$ cat config.mk
export PLATFORM = sky130hd
export DESIGN_NAME = ptl_ctrl
export DESIGN_NICKNAME = d
export VERILOG_FILES = /design/src/hw/rtl/ptl_pkg.sv /design/src/hw/rtl/ptl_ctrl.sv
export SDC_FILE = /design/constraint.sdc
export NUM_CORES = 1
export LEC_CHECK = 0
export ABC_AREA = 1
export BUFFER_PORTS_ARGS = -buffer_cell sky130_fd_sc_hd__buf_4
export CAP_MARGIN = 0
export CORE_AREA = 8 8 45 47
export DETAILED_ROUTE_END_ITERATION = 10
export DIE_AREA = 0 0 53 55
export PLACE_DENSITY_LB_ADDON = 0.12
export RECOVER_POWER = 100
export SYNTH_ARGS = -nofsm -noshare
export SYNTH_HDL_FRONTEND = slang
export SYNTH_SLANG_ARGS = --single-unit
$ cat constraint.sdc
create_clock -name clk -period 1.5 [get_ports clk]
set_input_delay 0.15 -clock clk [delete_from_list [all_inputs] [get_ports clk]]
set_output_delay 0.15 -clock clk [all_outputs]
set_load 0.02 [all_outputs]
$ cat src/hw/rtl/ptl_pkg.sv
// Shared types and constants of the packed trie lookup unit.
`default_nettype none

package ptl_pkg;

    // Field widths of the item and result beats, the trie length and the scan arithmetic
    localparam int MODE_W   = 2;
    localparam int POS_W    = 14;
    localparam int BYTE_W   = 8;
    localparam int LEN_W    = 15;
    localparam int COUNT_W  = 12;
    localparam int SUM_W    = 16;

    // Item modes
    localparam logic [MODE_W-1:0] MODE_WRITE  = 2'd0;
    localparam logic [MODE_W-1:0] MODE_REWIND = 2'd1;
    localparam logic [MODE_W-1:0] MODE_STEP   = 2'd2;

    // Digit characters start at ASCII zero
    localparam logic [BYTE_W-1:0] DIGIT_BASE = 8'h30;

    // Read address selects
    localparam logic [2:0] RD_SCAN   = 3'd0;
    localparam logic [2:0] RD_SCAN1  = 3'd1;
    localparam logic [2:0] RD_CHILD  = 3'd2;
    localparam logic [2:0] RD_CHILD1 = 3'd3;
    localparam logic [2:0] RD_RESULT = 3'd4;

    typedef struct packed {
        logic       load_item;
        logic       mem_write;
        logic       rewind;
        logic       start_scan;
        logic       rd_en;
        logic [2:0] rd_sel;
        logic       load_hi;
        logic       load_total;
        logic       take_child;
        logic       advance;
        logic       set_fail;
        logic       load_out;
    } ptl_cmd_t;

    typedef struct packed {
        logic [MODE_W-1:0] mode;
        logic              failed;
        logic              total_zero;
        logic              child_oob;
        logic              digit_hit;
        logic              scan_end;
        logic              out_free;
    } ptl_status_t;

endpackage

`default_nettype wire

$ cat src/hw/rtl/ptl_ctrl.sv
// Sequencer of the packed trie lookup unit.
`default_nettype none

module ptl_ctrl
    import ptl_pkg::*;
(
    input  wire logic        clk,
    input  wire logic        rst_n,
    input  wire logic        in_valid,
    output logic             in_ready,
    input  wire ptl_status_t status,
    output ptl_cmd_t         cmd
);

    localparam logic [3:0] S_IDLE     = 4'd0;
    localparam logic [3:0] S_DECODE   = 4'd1;
    localparam logic [3:0] S_ROOT0    = 4'd2;
    localparam logic [3:0] S_ROOT1    = 4'd3;
    localparam logic [3:0] S_ROOT2    = 4'd4;
    localparam logic [3:0] S_CHILD0   = 4'd5;
    localparam logic [3:0] S_CHILD1   = 4'd6;
    localparam logic [3:0] S_CHILD2   = 4'd7;
    localparam logic [3:0] S_RES_ADDR = 4'd8;
    localparam logic [3:0] S_RES_DATA = 4'd9;

    logic [3:0] state_reg;
    logic [3:0] state_next;

    // Hold the state
    always_ff @(posedge clk or negedge rst_n)
    begin
        if (!rst_n)
            state_reg <= S_IDLE;
        else
            state_reg <= state_next;
    end

    // Decode state into datapath commands
    always_comb
    begin
        cmd        = '0;
        cmd.rd_sel = RD_SCAN;
        in_ready   = 1'b0;
        state_next = state_reg;
        case (state_reg)
            S_IDLE:
            begin
                in_ready = 1'b1;
                if (in_valid)
                begin
                    cmd.load_item = 1'b1;
                    state_next    = S_DECODE;
                end
            end
            S_DECODE:
            begin
                state_next = S_RES_ADDR;
                case (status.mode)
                    MODE_WRITE:  cmd.mem_write = 1'b1;
                    MODE_REWIND: cmd.rewind    = 1'b1;
                    MODE_STEP:
                    begin
                        if (!status.failed)
                        begin
                            cmd.start_scan = 1'b1;
                            state_next     = S_ROOT0;
                        end
                    end
                    default: state_next = S_RES_ADDR;
                endcase
            end
            S_ROOT0:
            begin
                cmd.rd_en  = 1'b1;
                cmd.rd_sel = RD_SCAN;
                state_next = S_ROOT1;
            end
            S_ROOT1:
            begin
                cmd.load_hi = 1'b1;
                cmd.rd_en   = 1'b1;
                cmd.rd_sel  = RD_SCAN1;
                state_next  = S_ROOT2;
            end
            S_ROOT2:
            begin
                cmd.load_total = 1'b1;
                if (status.total_zero)
                begin
                    cmd.set_fail = 1'b1;
                    state_next   = S_RES_ADDR;
                end
                else
                    state_next = S_CHILD0;
            end
            S_CHILD0:
            begin
                if (status.child_oob)
                begin
                    cmd.set_fail = 1'b1;
                    state_next   = S_RES_ADDR;
                end
                else
                begin
                    cmd.rd_en  = 1'b1;
                    cmd.rd_sel = RD_CHILD;
                    state_next = S_CHILD1;
                end
            end
            S_CHILD1:
            begin
                if (status.digit_hit)
                begin
                    cmd.take_child = 1'b1;
                    state_next     = S_RES_ADDR;
                end
                else
                begin
                    cmd.load_hi = 1'b1;
                    cmd.rd_en   = 1'b1;
                    cmd.rd_sel  = RD_CHILD1;
                    state_next  = S_CHILD2;
                end
            end
            S_CHILD2:
            begin
                if (status.scan_end)
                begin
                    cmd.set_fail = 1'b1;
                    state_next   = S_RES_ADDR;
                end
                else
                begin
                    cmd.advance = 1'b1;
                    state_next  = S_CHILD0;
                end
            end
            S_RES_ADDR:
            begin
                cmd.rd_en  = 1'b1;
                cmd.rd_sel = RD_RESULT;
                state_next = S_RES_DATA;
            end
            S_RES_DATA:
            begin
                if (status.out_free)
                begin
                    cmd.load_out = 1'b1;
                    state_next   = S_IDLE;
                end
            end
            default: state_next = S_IDLE;
        endcase
    end

endmodule

`default_nettype wire

=== Word-level counts from Yosys, hierarchy flattened ===
Index checks and enable logic that the tools add are counted.

* Equal/unequal tests: 13
* Muxes and demuxes: 32
* Reduce and logical (&&, ||, !) cells: 3

{| class="wikitable"
|+ Operators by type and width
! operator !! count
|-
| 4-bit one-hot mux with 10 select lines || 1
|-
| 4-bit two-way mux || 9
|-
| 4-bit one-hot mux with 5 select lines || 1
|-
| 1-bit two-way mux || 17
|-
| 4-bit by 3-bit equality test with 1-bit output, second input constant || 4
|-
| 4-bit by 2-bit equality test with 1-bit output, second input constant || 2
|-
| 4-bit equality test, second input constant || 2
|-
| 5-bit two-way mux || 1
|-
| 4-bit by 1-bit equality test with 1-bit output, second input constant || 1
|-
| 4-bit logical NOT || 1
|-
| 2-bit inequality test, second input constant || 2
|-
| 3-bit two-way mux || 1
|-
| 1-bit one-hot mux with 3 select lines || 1
|-
| 2-bit by 1-bit equality test with 1-bit output, second input constant || 1
|-
| 2-bit equality test, second input constant || 1
|-
| 2-bit logical NOT || 1
|-
| 1-bit one-hot mux with 2 select lines || 1
|-
| 2-bit AND reduction || 1
|}

* Register bits: 4

=== Longest topological paths before layout ===
Gate-level depths: netlist (run 1).

* Word-level depth: 3
* Mapped depth: 7
* Mapped depth without buffers: 7

=== Worst setup path before layout (run 1) ===
No wires, ideal clock.

* Path type: register to output
* Start point: register state_reg[3]
* End point: output cmd[11] (netlist bit)
* Arrival: 1.323 ns
* Required time: 1.350 ns
* Slack: 0.027 ns
* Stages on the path, launching flop included: 4
* Path buffers: 0
* Cell sequence: dfrtp_1 -> nor2_1 -> nand2_1 -> nor3_1

{| class="wikitable"
|+ RTL lines
! item !! line !! RTL
|-
| start: declaration || ptl_ctrl.sv:26 || <nowiki>logic [3:0] state_reg;</nowiki>
|-
| start signal: assignment || ptl_ctrl.sv:35 || <nowiki>state_reg <= state_next;</nowiki>
|-
| end: declaration || ptl_ctrl.sv:12 || <nowiki>output ptl_cmd_t cmd</nowiki>
|}

==> flow_summary_export.csv, run 1 <==
group,metric,value,unit
pwr,peakVddDrop,657,µV
synthesis,yosysSeqAreaShare,23.7,%
die,die_y,55,µm
sta,rsz0062_at_grt,"true",
pwr,p_leak,0.439,nW
worst_hold_path,hold_end,"state_reg[3]$_DFFE_PN0P_",
place,gp_congestion,0.777,
synthesis,yosys_warnings,0,
sta,maxSlewHeadroom,82.8,%
layout,largest_reg_flops,4,
sta,tightest_slew,255,ps
synthesis,synth_largest_area_cell,"dfrtp_1",
worst_setup_path,timing.rr.end,"state_reg[0]$_DFFE_PN0P_",
worst_setup_path,critPathArrivalTime,1350,ps
worst_setup_path,cp-end-kind,"primary output",
pwr,power_density,1460,nW/µm²
worst_setup_path,regToRegSetupSlack,230,ps
synthesis,synthCells,70,
pwr,p_sw_share,49.0,%
synthesis,synth_ff_type,"dfrtp_1",
worst_setup_path,critPathKind,"flip-flop to primary output",
drt,viasPerCell,4.66,
worst_hold_path,hold_path_class,"primary input to flip-flop",
global_route,track_usage,9.31,%
clocking,clkTransAtPathRegs,40,ps
sta,setup_ws,-4.46,ps
sta,hold-worst-slack,170,ps
pwr,switchingPower,0.000522,W
global_route,grt_pass1_wl,2160,µm
synthesis,async_flop_share,100,%
die,start_util,30.6,%
pwr,comb_power_share,66.1,%
synthesis,syn_area,423,µm²
drt,dr.pass1.iters,2,
sta,max_freq,665,MHz
clocking,tritoncts,"yes",
run_status,violations,"setup timing",
place,port_buffers,25,
layout,synthToLayoutAreaGrowth,73.1,%
sta,fin_skew,1.87,ps
pwr,p_int,0.000543,W
worst_setup_path,timing.critical_path.buf_inv,2,
sta,setup_viol,1,
worst_hold_path,hold_depth,3,
clocking,cts_htree_levels,1,
worst_setup_path,path_delay_family,"flip-flops",
worst_setup_path,reg2reg_from,"state_reg[3]$_DFFE_PN0P_",
layout,drive_gt1_share,47.6,%
synthesis,post_synth_num_cell_types,18,
die,die-width,53,µm
global_route,grt-ovfl-total,0,
layout,final_util,52.9,%
clocking,cts.sink_count,4,
synthesis,synth_top_area_share,23.7,%
global_route,grt_max_degree,8,
synthesis,synthTopCellsByCount,"inv_1 (14), nand2_1 (14), nand3_1 (10), nor2_1 (9), dfrtp_1 (4)",
synthesis,yosys-top-cells-area,"dfrtp_1 (24%), inv_1 (12%), nand2_1 (12%)",
drt,wl,1360,µm
global_route,antenna_found_initial,0,
worst_setup_path,critical_path.startpoint_type,"flip-flop",
drt,via_count,555,
sta,period_share,100,%
sta,post-route-min-period,1500,ps
drt,wl_per_cell,11.4,µm
run,maxCapViolCount,0,
die,rows,14,
worst_setup_path,path_cells,"nor2_1 > buf_4 > nand2_2 > nand3_1 > buf_6",
synthesis,syn-mean-instance-area,6.04,µm²
worst_setup_path,slowest_delay,460,ps
drt,ant_nets,0,
clocking,clockRootBuffer,"clkbuf_4",
drt,drt_iter0_markers,4,
synthesis,synth_edf_count,0,
run_status,status,"complete, but fails checks",
global_route,first_global_vias,533,
pwr,pwr-share-clk,12.1,%
die,coreArea,1380,µm²
worst_hold_path,worstHoldStart,"status[4]",
worst_setup_path,rr_worst_depth,6,
synthesis,syn-num-nets,81,
die,ios,26,
clocking,clk_path_buf_depth,2,
clocking,insertion_delay,230,ps
pwr,total_power,0.00107,W
synthesis,ys_ff_latch,4,
sta,finalHoldViolCount,0,
drt,drc,0,
layout,final_nets,116,
worst_setup_path,critPathRequiredTime,1350,ps
die,dieArea,2920,µm²
sta,maxSlewViolCount,0,
layout,diodes,0,
worst_setup_path,critical_path.slowest_cell,"dfrtp_2",
pwr,pwr-share-seq,21.8,%
place,dp_hpwl,1140,µm
clocking,tritoncts.num_buffers,3,
worst_setup_path,crit_path_max_fanout,7,
## how the worst max path moves through the flow
stage	from	end	slack, ps	cells past startpoint
floorplan	state_reg[3]$_DFFE_PN0P_	cmd[11]	30	3
global placement	state_reg[0]$_DFFE_PN0P_	cmd[9]	120	6
detailed placement	state_reg[0]$_DFFE_PN0P_	cmd[9]	130	6
CTS	state_reg[3]$_DFFE_PN0P_	cmd[9]	-20	6
global route	state_reg[3]$_DFFE_PN0P_	cmd[9]	-80	5
finish	state_reg[3]$_DFFE_PN0P_	cmd[9]	-4	5
## cell families (layout without fill, tap and decap cells)
group,count (synthesis),after routing,share of synthesized area [%]
buffers and inverters,16,49,14.2
flip-flops,4,4,23.7
AO/OA/AOI/OAI,6,6,10.4
AND/OR/NAND/NOR,44,44,51.8
## tightest hold or removal path, delay by kind of cell
family | cells | cell delay [ps]
compound gates | 1 | 50
buf+inv | 1 | 80
simple gates | 1 | 70
## layout make-up
cell class                      count  area [µm²]
Clock buffer                        3        22.5
Tap cell                           16        20.0
Fill cell                         136         652
Timing Repair Buffer               30         228
Sequential cell                     4         104
Inverter                           16        60.1
Multi-Input combinational cell     50         298
## stage by stage
step	setup slack, ps	setup TNS, ps	area (µm²)	instances
2_1_floorplan	26.8	0	423	70
3_3_place_gp	120	0	638	112
3_5_place_dp	133	0	638	112
4_1_cts	-18.5	-18.5	681	116
5_1_grt	-78.3	-366	732	119
6_report	-4.46	-4.46	732	119
## metal layers
layer	global-route usage (%)	routed length (µm)	up-vias
met5	0	0	-
met3	2.14	100	0
met4	1.29	0	0
met2	17.0	666	14
met1	11.0	593	248
li1	-	-	293
## power by group through the flow
stage | combinational [W] | clock, W | sequential [W]
2_1_floorplan | 0.000374 | 0 | 0.000192
3_3_place_gp | 0.000614 | 0 | 0.000199
3_5_place_dp | 0.000605 | 0 | 0.000201
4_1_cts | 0.000617 | 0.000132 | 0.000209
6_report | 0.000705 | 0.000129 | 0.000232
5_1_grt | 0.000774 | 0.000137 | 0.000240
## cell usage in the layout, fill, tap and decap left out, drive strengths merged
master and n:
a21oi 2, buf 28, clkbuf 4, dfrtp 4, dlygate4sd3 1, inv 16, nand2 17, nand3 11
nand3b 1, nand4 1, nor2 10, nor3 3, nor4 1, o211ai 1, o21bai 1, o31ai 2
## repair_timing
action	in CTS	in global routing
pin swaps	0	5
endpoints found under the hold margin	4	0
buffers inserted	0	3
gates resized for setup	5	10
endpoints found under the setup margin	8	7
hold buffers	1	0
Note: power is estimated with default switching activity, not from simulation.
==> inputs of run 2 (changes only) <==
Settings changed: ABC_AREA 1 to 0.
==> run 2 against run 1 <==
Against the previous run: the run still ends with setup timing left; area after synthesis increased by 9.2%; first-iteration DRC count rose by 100%; sequential power shrank 19%; sequential share of layout area fell by 3.8 points; largest power group unchanged; global-route usage rose by 2.2 points; routed wire length grew 33%; maximum frequency down 7.5%; critical path type unchanged; critical path depth decreased by 1.
==> flow_summary_export.csv, run 2 <==
group,metric,value,unit
run_status,violations,"setup timing",
global_route,grt_pass1_wl,2550,µm
drt,wl_per_cell,15.3,µm
layout,final_nets,115,
layout,synthToLayoutAreaGrowth,112,%
run,maxCapViolCount,0,
global_route,grt_max_degree,12,
place,preCtsSetupSlack,58.7,ps
layout,final_common_cell,"buf_4",
clocking,cts_htree_levels,1,
place,gp_congestion,0.824,
sta,rsz0062_at_grt,"true",
synthesis,synth_edf_count,0,
worst_setup_path,reg2reg_from,"state_reg[0]$_DFFE_PN0P_",
sta,setup_viol,9,
sta,finalSetupTns,-622,ps
drt,dr.pass1.iters,5,
worst_setup_path,timing.rr.end,"state_reg[3]$_DFFE_PN0P_",
die,dieArea,2920,µm²
drt,drt_iter0_markers,8,
sta,post-route-min-period,1630,ps
worst_setup_path,crit_path_max_fanout,8,
run_status,status,"complete, but fails checks",
drt,viasPerCell,5.21,
sta,maxSlewHeadroom,77.4,%
sta,fin_skew,5.90,ps
worst_setup_path,critPathRequiredTime,1350,ps
die,start_util,33.4,%
worst_setup_path,rr_worst_depth,4,
synthesis,yosys-top-cells-area,"dfrtp_1 (22%), nor3b_1 (6.5%), buf_12 (4.3%)",
global_route,track_usage,11.5,%
sta,maxSlewViolCount,0,
clocking,clockRootBuffer,"clkbuf_4",
worst_setup_path,crit_path_start,"state_reg[0]$_DFFE_PN0P_",
synthesis,synth_top_area_share,21.7,%
synthesis,synthTopCellsByCount,"dfrtp_1 (4), nor2_1 (4), nor3b_1 (4)",
synthesis,syn-num-nets,69,
global_route,first_global_vias,615,
clocking,clk_path_buf_depth,2,
layout,most-common-layout-cells,"buf_4 (25), buf_6 (18)",
sta,setup_ws,-127,ps
die,rows,14,
sta,tightest_slew,337,ps
global_route,antenna_found_initial,0,
synthesis,yosys_warnings,0,
drt,ant_nets,0,
sta,period_share,108,%
synthesis,synth_ff_type,"dfrtp_1",
worst_setup_path,critical_path.startpoint_type,"flip-flop",
layout,fillers,118,
clocking,insertion_delay,230,ps
synthesis,ys_ff_latch,4,
layout,largest_reg_flops,4,
clocking,clkTransAtPathRegs,40,ps
sta,hold-worst-slack,265,ps
layout,stdcell_count,118,
die,die_y,55,µm
synthesis,yosysSeqAreaShare,21.7,%
pwr,power_density,1500,nW/µm²
place,placedCellCount,101,
synthesis,syn-mean-instance-area,7.96,µm²
worst_setup_path,crit_end,"cmd[6]",
clocking,tritoncts.num_buffers,3,
layout,drive_gt1_share,66.7,%
place,port_buffers,25,
die,coreArea,1380,µm²
place,dp_hpwl,1190,µm
sta,finalHoldViolCount,0,
drt,wl,1810,µm
synthesis,synthCells,58,
synthesis,async_flop_share,100,%
worst_setup_path,critPathKind,"flip-flop to primary output",
pwr,peakVddDrop,701,µV
clocking,cts.sink_count,4,
drt,drc,0,
global_route,grt-ovfl-total,0,
synthesis,syn_area,462,µm²
place,dpl-instance-area,693,µm²
worst_setup_path,regToRegSetupSlack,-70,ps
die,ios,26,
worst_hold_path,hold_path_class,"primary input to flip-flop",
sta,max_freq,615,MHz
pwr,p_leak,0.457,nW
clocking,tritoncts,"yes",
synthesis,post_synth_num_cell_types,32,
drt,via_count,615,
die,die-width,53,µm
layout,diodes,0,
synthesis,synth_largest_area_cell,"dfrtp_1",
layout,design_area,978,µm²
worst_setup_path,critPathArrivalTime,1480,ps
worst_setup_path,cp-end-kind,"primary output",
## run 2: cell types whose count changed after synthesis, sizes merged, moves of 2 or more
| cell | change |
|---|---|
| and2 | +3 |
| buf | +4 |
| inv | -13 |
| nand2 | -14 |
| nand2b | +3 |
| nand3 | -11 |
| nor2 | -6 |
| nor2b | +3 |
| nor3b | +4 |
| o21ai | +3 |
| or3b | +2 |
## run 2: area by class of cell
cell class                 count  area (µm²)  area share, %
timing repair buffer          45         404           41.3
multi-input combinational     47         419           42.8
sequential                     4         101           10.4
inverter                       3        11.3           1.15
clock buffer                   3        22.5           2.30
tap                           16        20.0           2.05
## run 2: cell families after synthesis
group | synth area share (%)
muxes | 2.44
buffers and inverters | 9.76
DFF | 21.7
and+or+nand+nor | 42.8
AOI/OAI and AO/OA | 23.3
## run 2: worst max-delay path, stage by stage, from the launching register on
cell	delay, ps
dfrtp_1	410
buf_6	150
or3b_4	390
a21oi_4	150
buf_6	140
## run 2: how the worst min path moves through the flow
stage                   start                  endpoint  slack [ps]  cells past startpoint
finish              status[2]  state_reg[0]$_DFFE_PN0P_         260                      4
global placement        rst_n  state_reg[2]$_DFFE_PN0P_         -50                      1
CTS                     rst_n  state_reg[0]$_DFFE_PN0P_         240                      2
floorplan               rst_n  state_reg[0]$_DFFE_PN0P_        -150                      0
global route        status[3]  state_reg[2]$_DFFE_PN0P_         280                      4
detailed placement      rst_n  state_reg[0]$_DFFE_PN0P_         -50                      1
## run 2: timing repair
| item | in CTS | in global routing |
|---|---|---|
| endpoints found under the setup margin | 13 | 17 |
| pin swaps | 6 | 6 |
| resized for setup | 18 | 26 |
| hold buffers | 1 | 0 |
| endpoints found under the hold margin | 4 | 0 |
| buffers inserted | 8 | 7 |
## run 2: metal layers
metal / global-route usage (%) / routed length (µm) / vias to the layer above
met5: 0 / 0 / -
met4: 3.88 / 0 / 0
met3: 4.01 / 136 / 0
met2: 22.1 / 969 / 20
met1: 11.2 / 700 / 294
li1: - / - / 301
## run 2: through the flow
step / total power [W] / util (%)
2_1_floorplan: 0.000706 / -
3_3_place_gp: 0.000934 / 50.1
3_5_place_dp: 0.000936 / 50.1
4_1_cts: 0.00124 / 60.9
5_1_grt: 0.00156 / 70.7
6_report: 0.00146 / 70.7
## run 2: report_power, final
group	internal, W	total (W)	switching [W]	leakage, nW
Combinational	0.000606	0.00115	0.000542	0.394
Clock	0.0000891	0.000128	0.0000389	0.0138
Sequential	0.000146	0.000188	0.0000422	0.0497
==> inputs of run 3 (changes only) <==
Settings changed: CORE_AREA 8 8 45 47 to not set, CORE_MARGIN set to 8, CORE_UTILIZATION set to 30, DIE_AREA 0 0 53 55 to not set.
==> run 3 against run 2 <==
Against the previous run: cell area rose by 1.8%; via count increased by 0.16%; routed wire length decreased by 1.8%; largest cell class unchanged; the run still ends with setup timing left; first-iteration DRC count shrank 13%; maximum frequency rose by 0.51%; flip-flop and latch count is the same; global-route usage shrank 0.79 points; largest power group unchanged; sequential power rose by 3%.
==> flow_summary_export.csv, run 3 (synthesized netlist as in run 2, its figures left out) <==
group,metric,value,unit
run,maxCapViolCount,0,
global_route,grt_pass1_wl,2840,µm
sta,finalSetupTns,-696,ps
worst_setup_path,critPathKind,"flip-flop to primary output",
die,start_util,31.4,%
pwr,switchingPower,0.000657,W
die,die-width,55.2,µm
pwr,peakVddDrop,715,µV
clocking,clk_path_buf_depth,2,
clocking,cts.sink_count,4,
die,coreArea,1470,µm²
worst_setup_path,crit_path_max_fanout,5,
clocking,clkTransAtPathRegs,40,ps
place,gp_congestion,0.748,
sta,rsz0062_at_grt,"true",
worst_setup_path,critical_path.startpoint_type,"flip-flop",
layout,final_nets,114,
sta,setup_ws,-119,ps
sta,period_share,108,%
drt,drt_iter0_markers,7,
drt,wl_per_cell,15.2,µm
pwr,pwr-share-clk,8.7,%
drt,via_count,616,
run_status,violations,"setup timing",
layout,final_util,67.7,%
worst_hold_path,hold_path_class,"primary input to flip-flop",
sta,tightest_slew,297,ps
die,dieArea,3050,µm²
sta,maxSlewViolCount,0,
sta,finalHoldViolCount,0,
sta,post-route-min-period,1620,ps
worst_setup_path,regToRegSetupSlack,-70,ps
pwr,p_int,0.000869,W
sta,setup_viol,9,
pwr,comb_power_share,78.6,%
place,port_buffers,25,
clocking,tritoncts.num_buffers,3,
run_status,status,"complete, but fails checks",
place,dp_hpwl,1150,µm
sta,fin_skew,0.398,ps
worst_setup_path,critPathArrivalTime,1470,ps
worst_hold_path,hold_depth,4,
drt,drc,0,
layout,largest_reg_flops,4,
die,rows,14,
worst_setup_path,cp-end-kind,"primary output",
die,die_y,55.2,µm
worst_setup_path,critPathRequiredTime,1350,ps
layout,final_common_cell,"buf_4",
sta,maxSlewHeadroom,80.1,%
clocking,cts_htree_levels,1,
sta,max_freq,618,MHz
worst_setup_path,rr_worst_depth,4,
drt,wl,1770,µm
layout,synthToLayoutAreaGrowth,116,%
pwr,p_sw_share,43.1,%
global_route,grt-ovfl-total,0,
drt,viasPerCell,5.26,
global_route,track_usage,10.7,%
clocking,clockRootBuffer,"clkbuf_4",
clocking,tritoncts,"yes",
global_route,antenna_found_initial,0,
layout,most-common-layout-cells,"buf_4 (29), buf_6 (11), inv_1 (3), clkbuf_4 (3)",
layout,diodes,0,
layout,drive_gt1_share,69.3,%
pwr,power_density,1530,nW/µm²
global_route,grt_max_degree,12,
drt,dr.pass1.iters,4,
clocking,insertion_delay,230,ps
global_route,first_global_vias,645,
pwr,p_leak,0.460,nW
drt,ant_nets,0,
die,ios,26,
pwr,pwr-share-seq,12.7,%
[run 3: cell count changes in the layout (fill, tap and decap cells not counted), sizes merged]
| cell | before | now |
|---|---|---|
| buf | 43 | 42 |
[run 3: cell type report]
class	instances	area [µm²]
fillers	126	475
flip-flops and latches	4	103
repair buffers	44	390
inverters	3	11.3
well taps	16	20.0
multi-input cells	47	449
clock buffers	3	22.5
[run 3: through the flow]
stage / std cells / hold WS [ps] / setup slack [ps] / power (W) / instance area [µm²]
floorplan: 58 / -146 / -9.13 / 0.000706 / 474
global placement: 101 / -51.2 / 81.7 / 0.000933 / 706
CTS: 113 / 233 / -142 / 0.00128 / 873
detailed placement: 101 / -50.2 / 58.3 / 0.000939 / 706
global route: 117 / 282 / -161 / 0.00161 / 996
finish: 117 / 265 / -119 / 0.00153 / 996
[run 3: timing repair]
| item | 4_1_cts | 5_1_grt |
|---|---|---|
| buffers inserted | 8 | 4 |
| setup endpoints to repair | 14 | 17 |
| endpoints found under the hold margin | 4 | 0 |
| hold buffers | 1 | 0 |
| gates resized for setup | 19 | 23 |
| gates cloned | 0 | 0 |
| pin swaps | 6 | 6 |
[run 3: critical path, stage by stage, from the launching register on]
cell and delay (ps):
dfrtp_2 430, buf_6 140, or3b_4 390, a21oi_4 140, buf_6 130
[run 3: path summary, 6_finish.rpt]
kind	startpoint	end
min	status[2]	state_reg[0]$_DFFE_PN0P_
min in group asynchronous	rst_n	state_reg[2]$_DFFE_PN0P_
max reg2reg	state_reg[0]$_DFFE_PN0P_	state_reg[3]$_DFFE_PN0P_
max	state_reg[0]$_DFFE_PN0P_	cmd[6]
max in group asynchronous	rst_n	state_reg[1]$_DFFE_PN0P_
min reg2reg	state_reg[2]$_DFFE_PN0P_	state_reg[1]$_DFFE_PN0P_
[run 3: per-layer routing]
metal	part of all wire [%]	up-vias	GRT usage, %	wire [µm]
li1	-	298	-	-
met2	50	22	17.3	895
met3	6.8	2	4.57	120
met4	0.79	0	4.58	14
met1	42	294	11.9	744
met5	0	-	0	0
[run 3: power groups by stage]
stage / clock network, W / logic [W] / registers, W
6_report: 0.000133 / 0.00120 / 0.000194
5_1_grt: 0.000145 / 0.00127 / 0.000199
4_1_cts: 0.000136 / 0.000955 / 0.000183
3_5_place_dp: 0 / 0.000756 / 0.000184
3_3_place_gp: 0 / 0.000754 / 0.000180
2_1_floorplan: 0 / 0.000525 / 0.000181
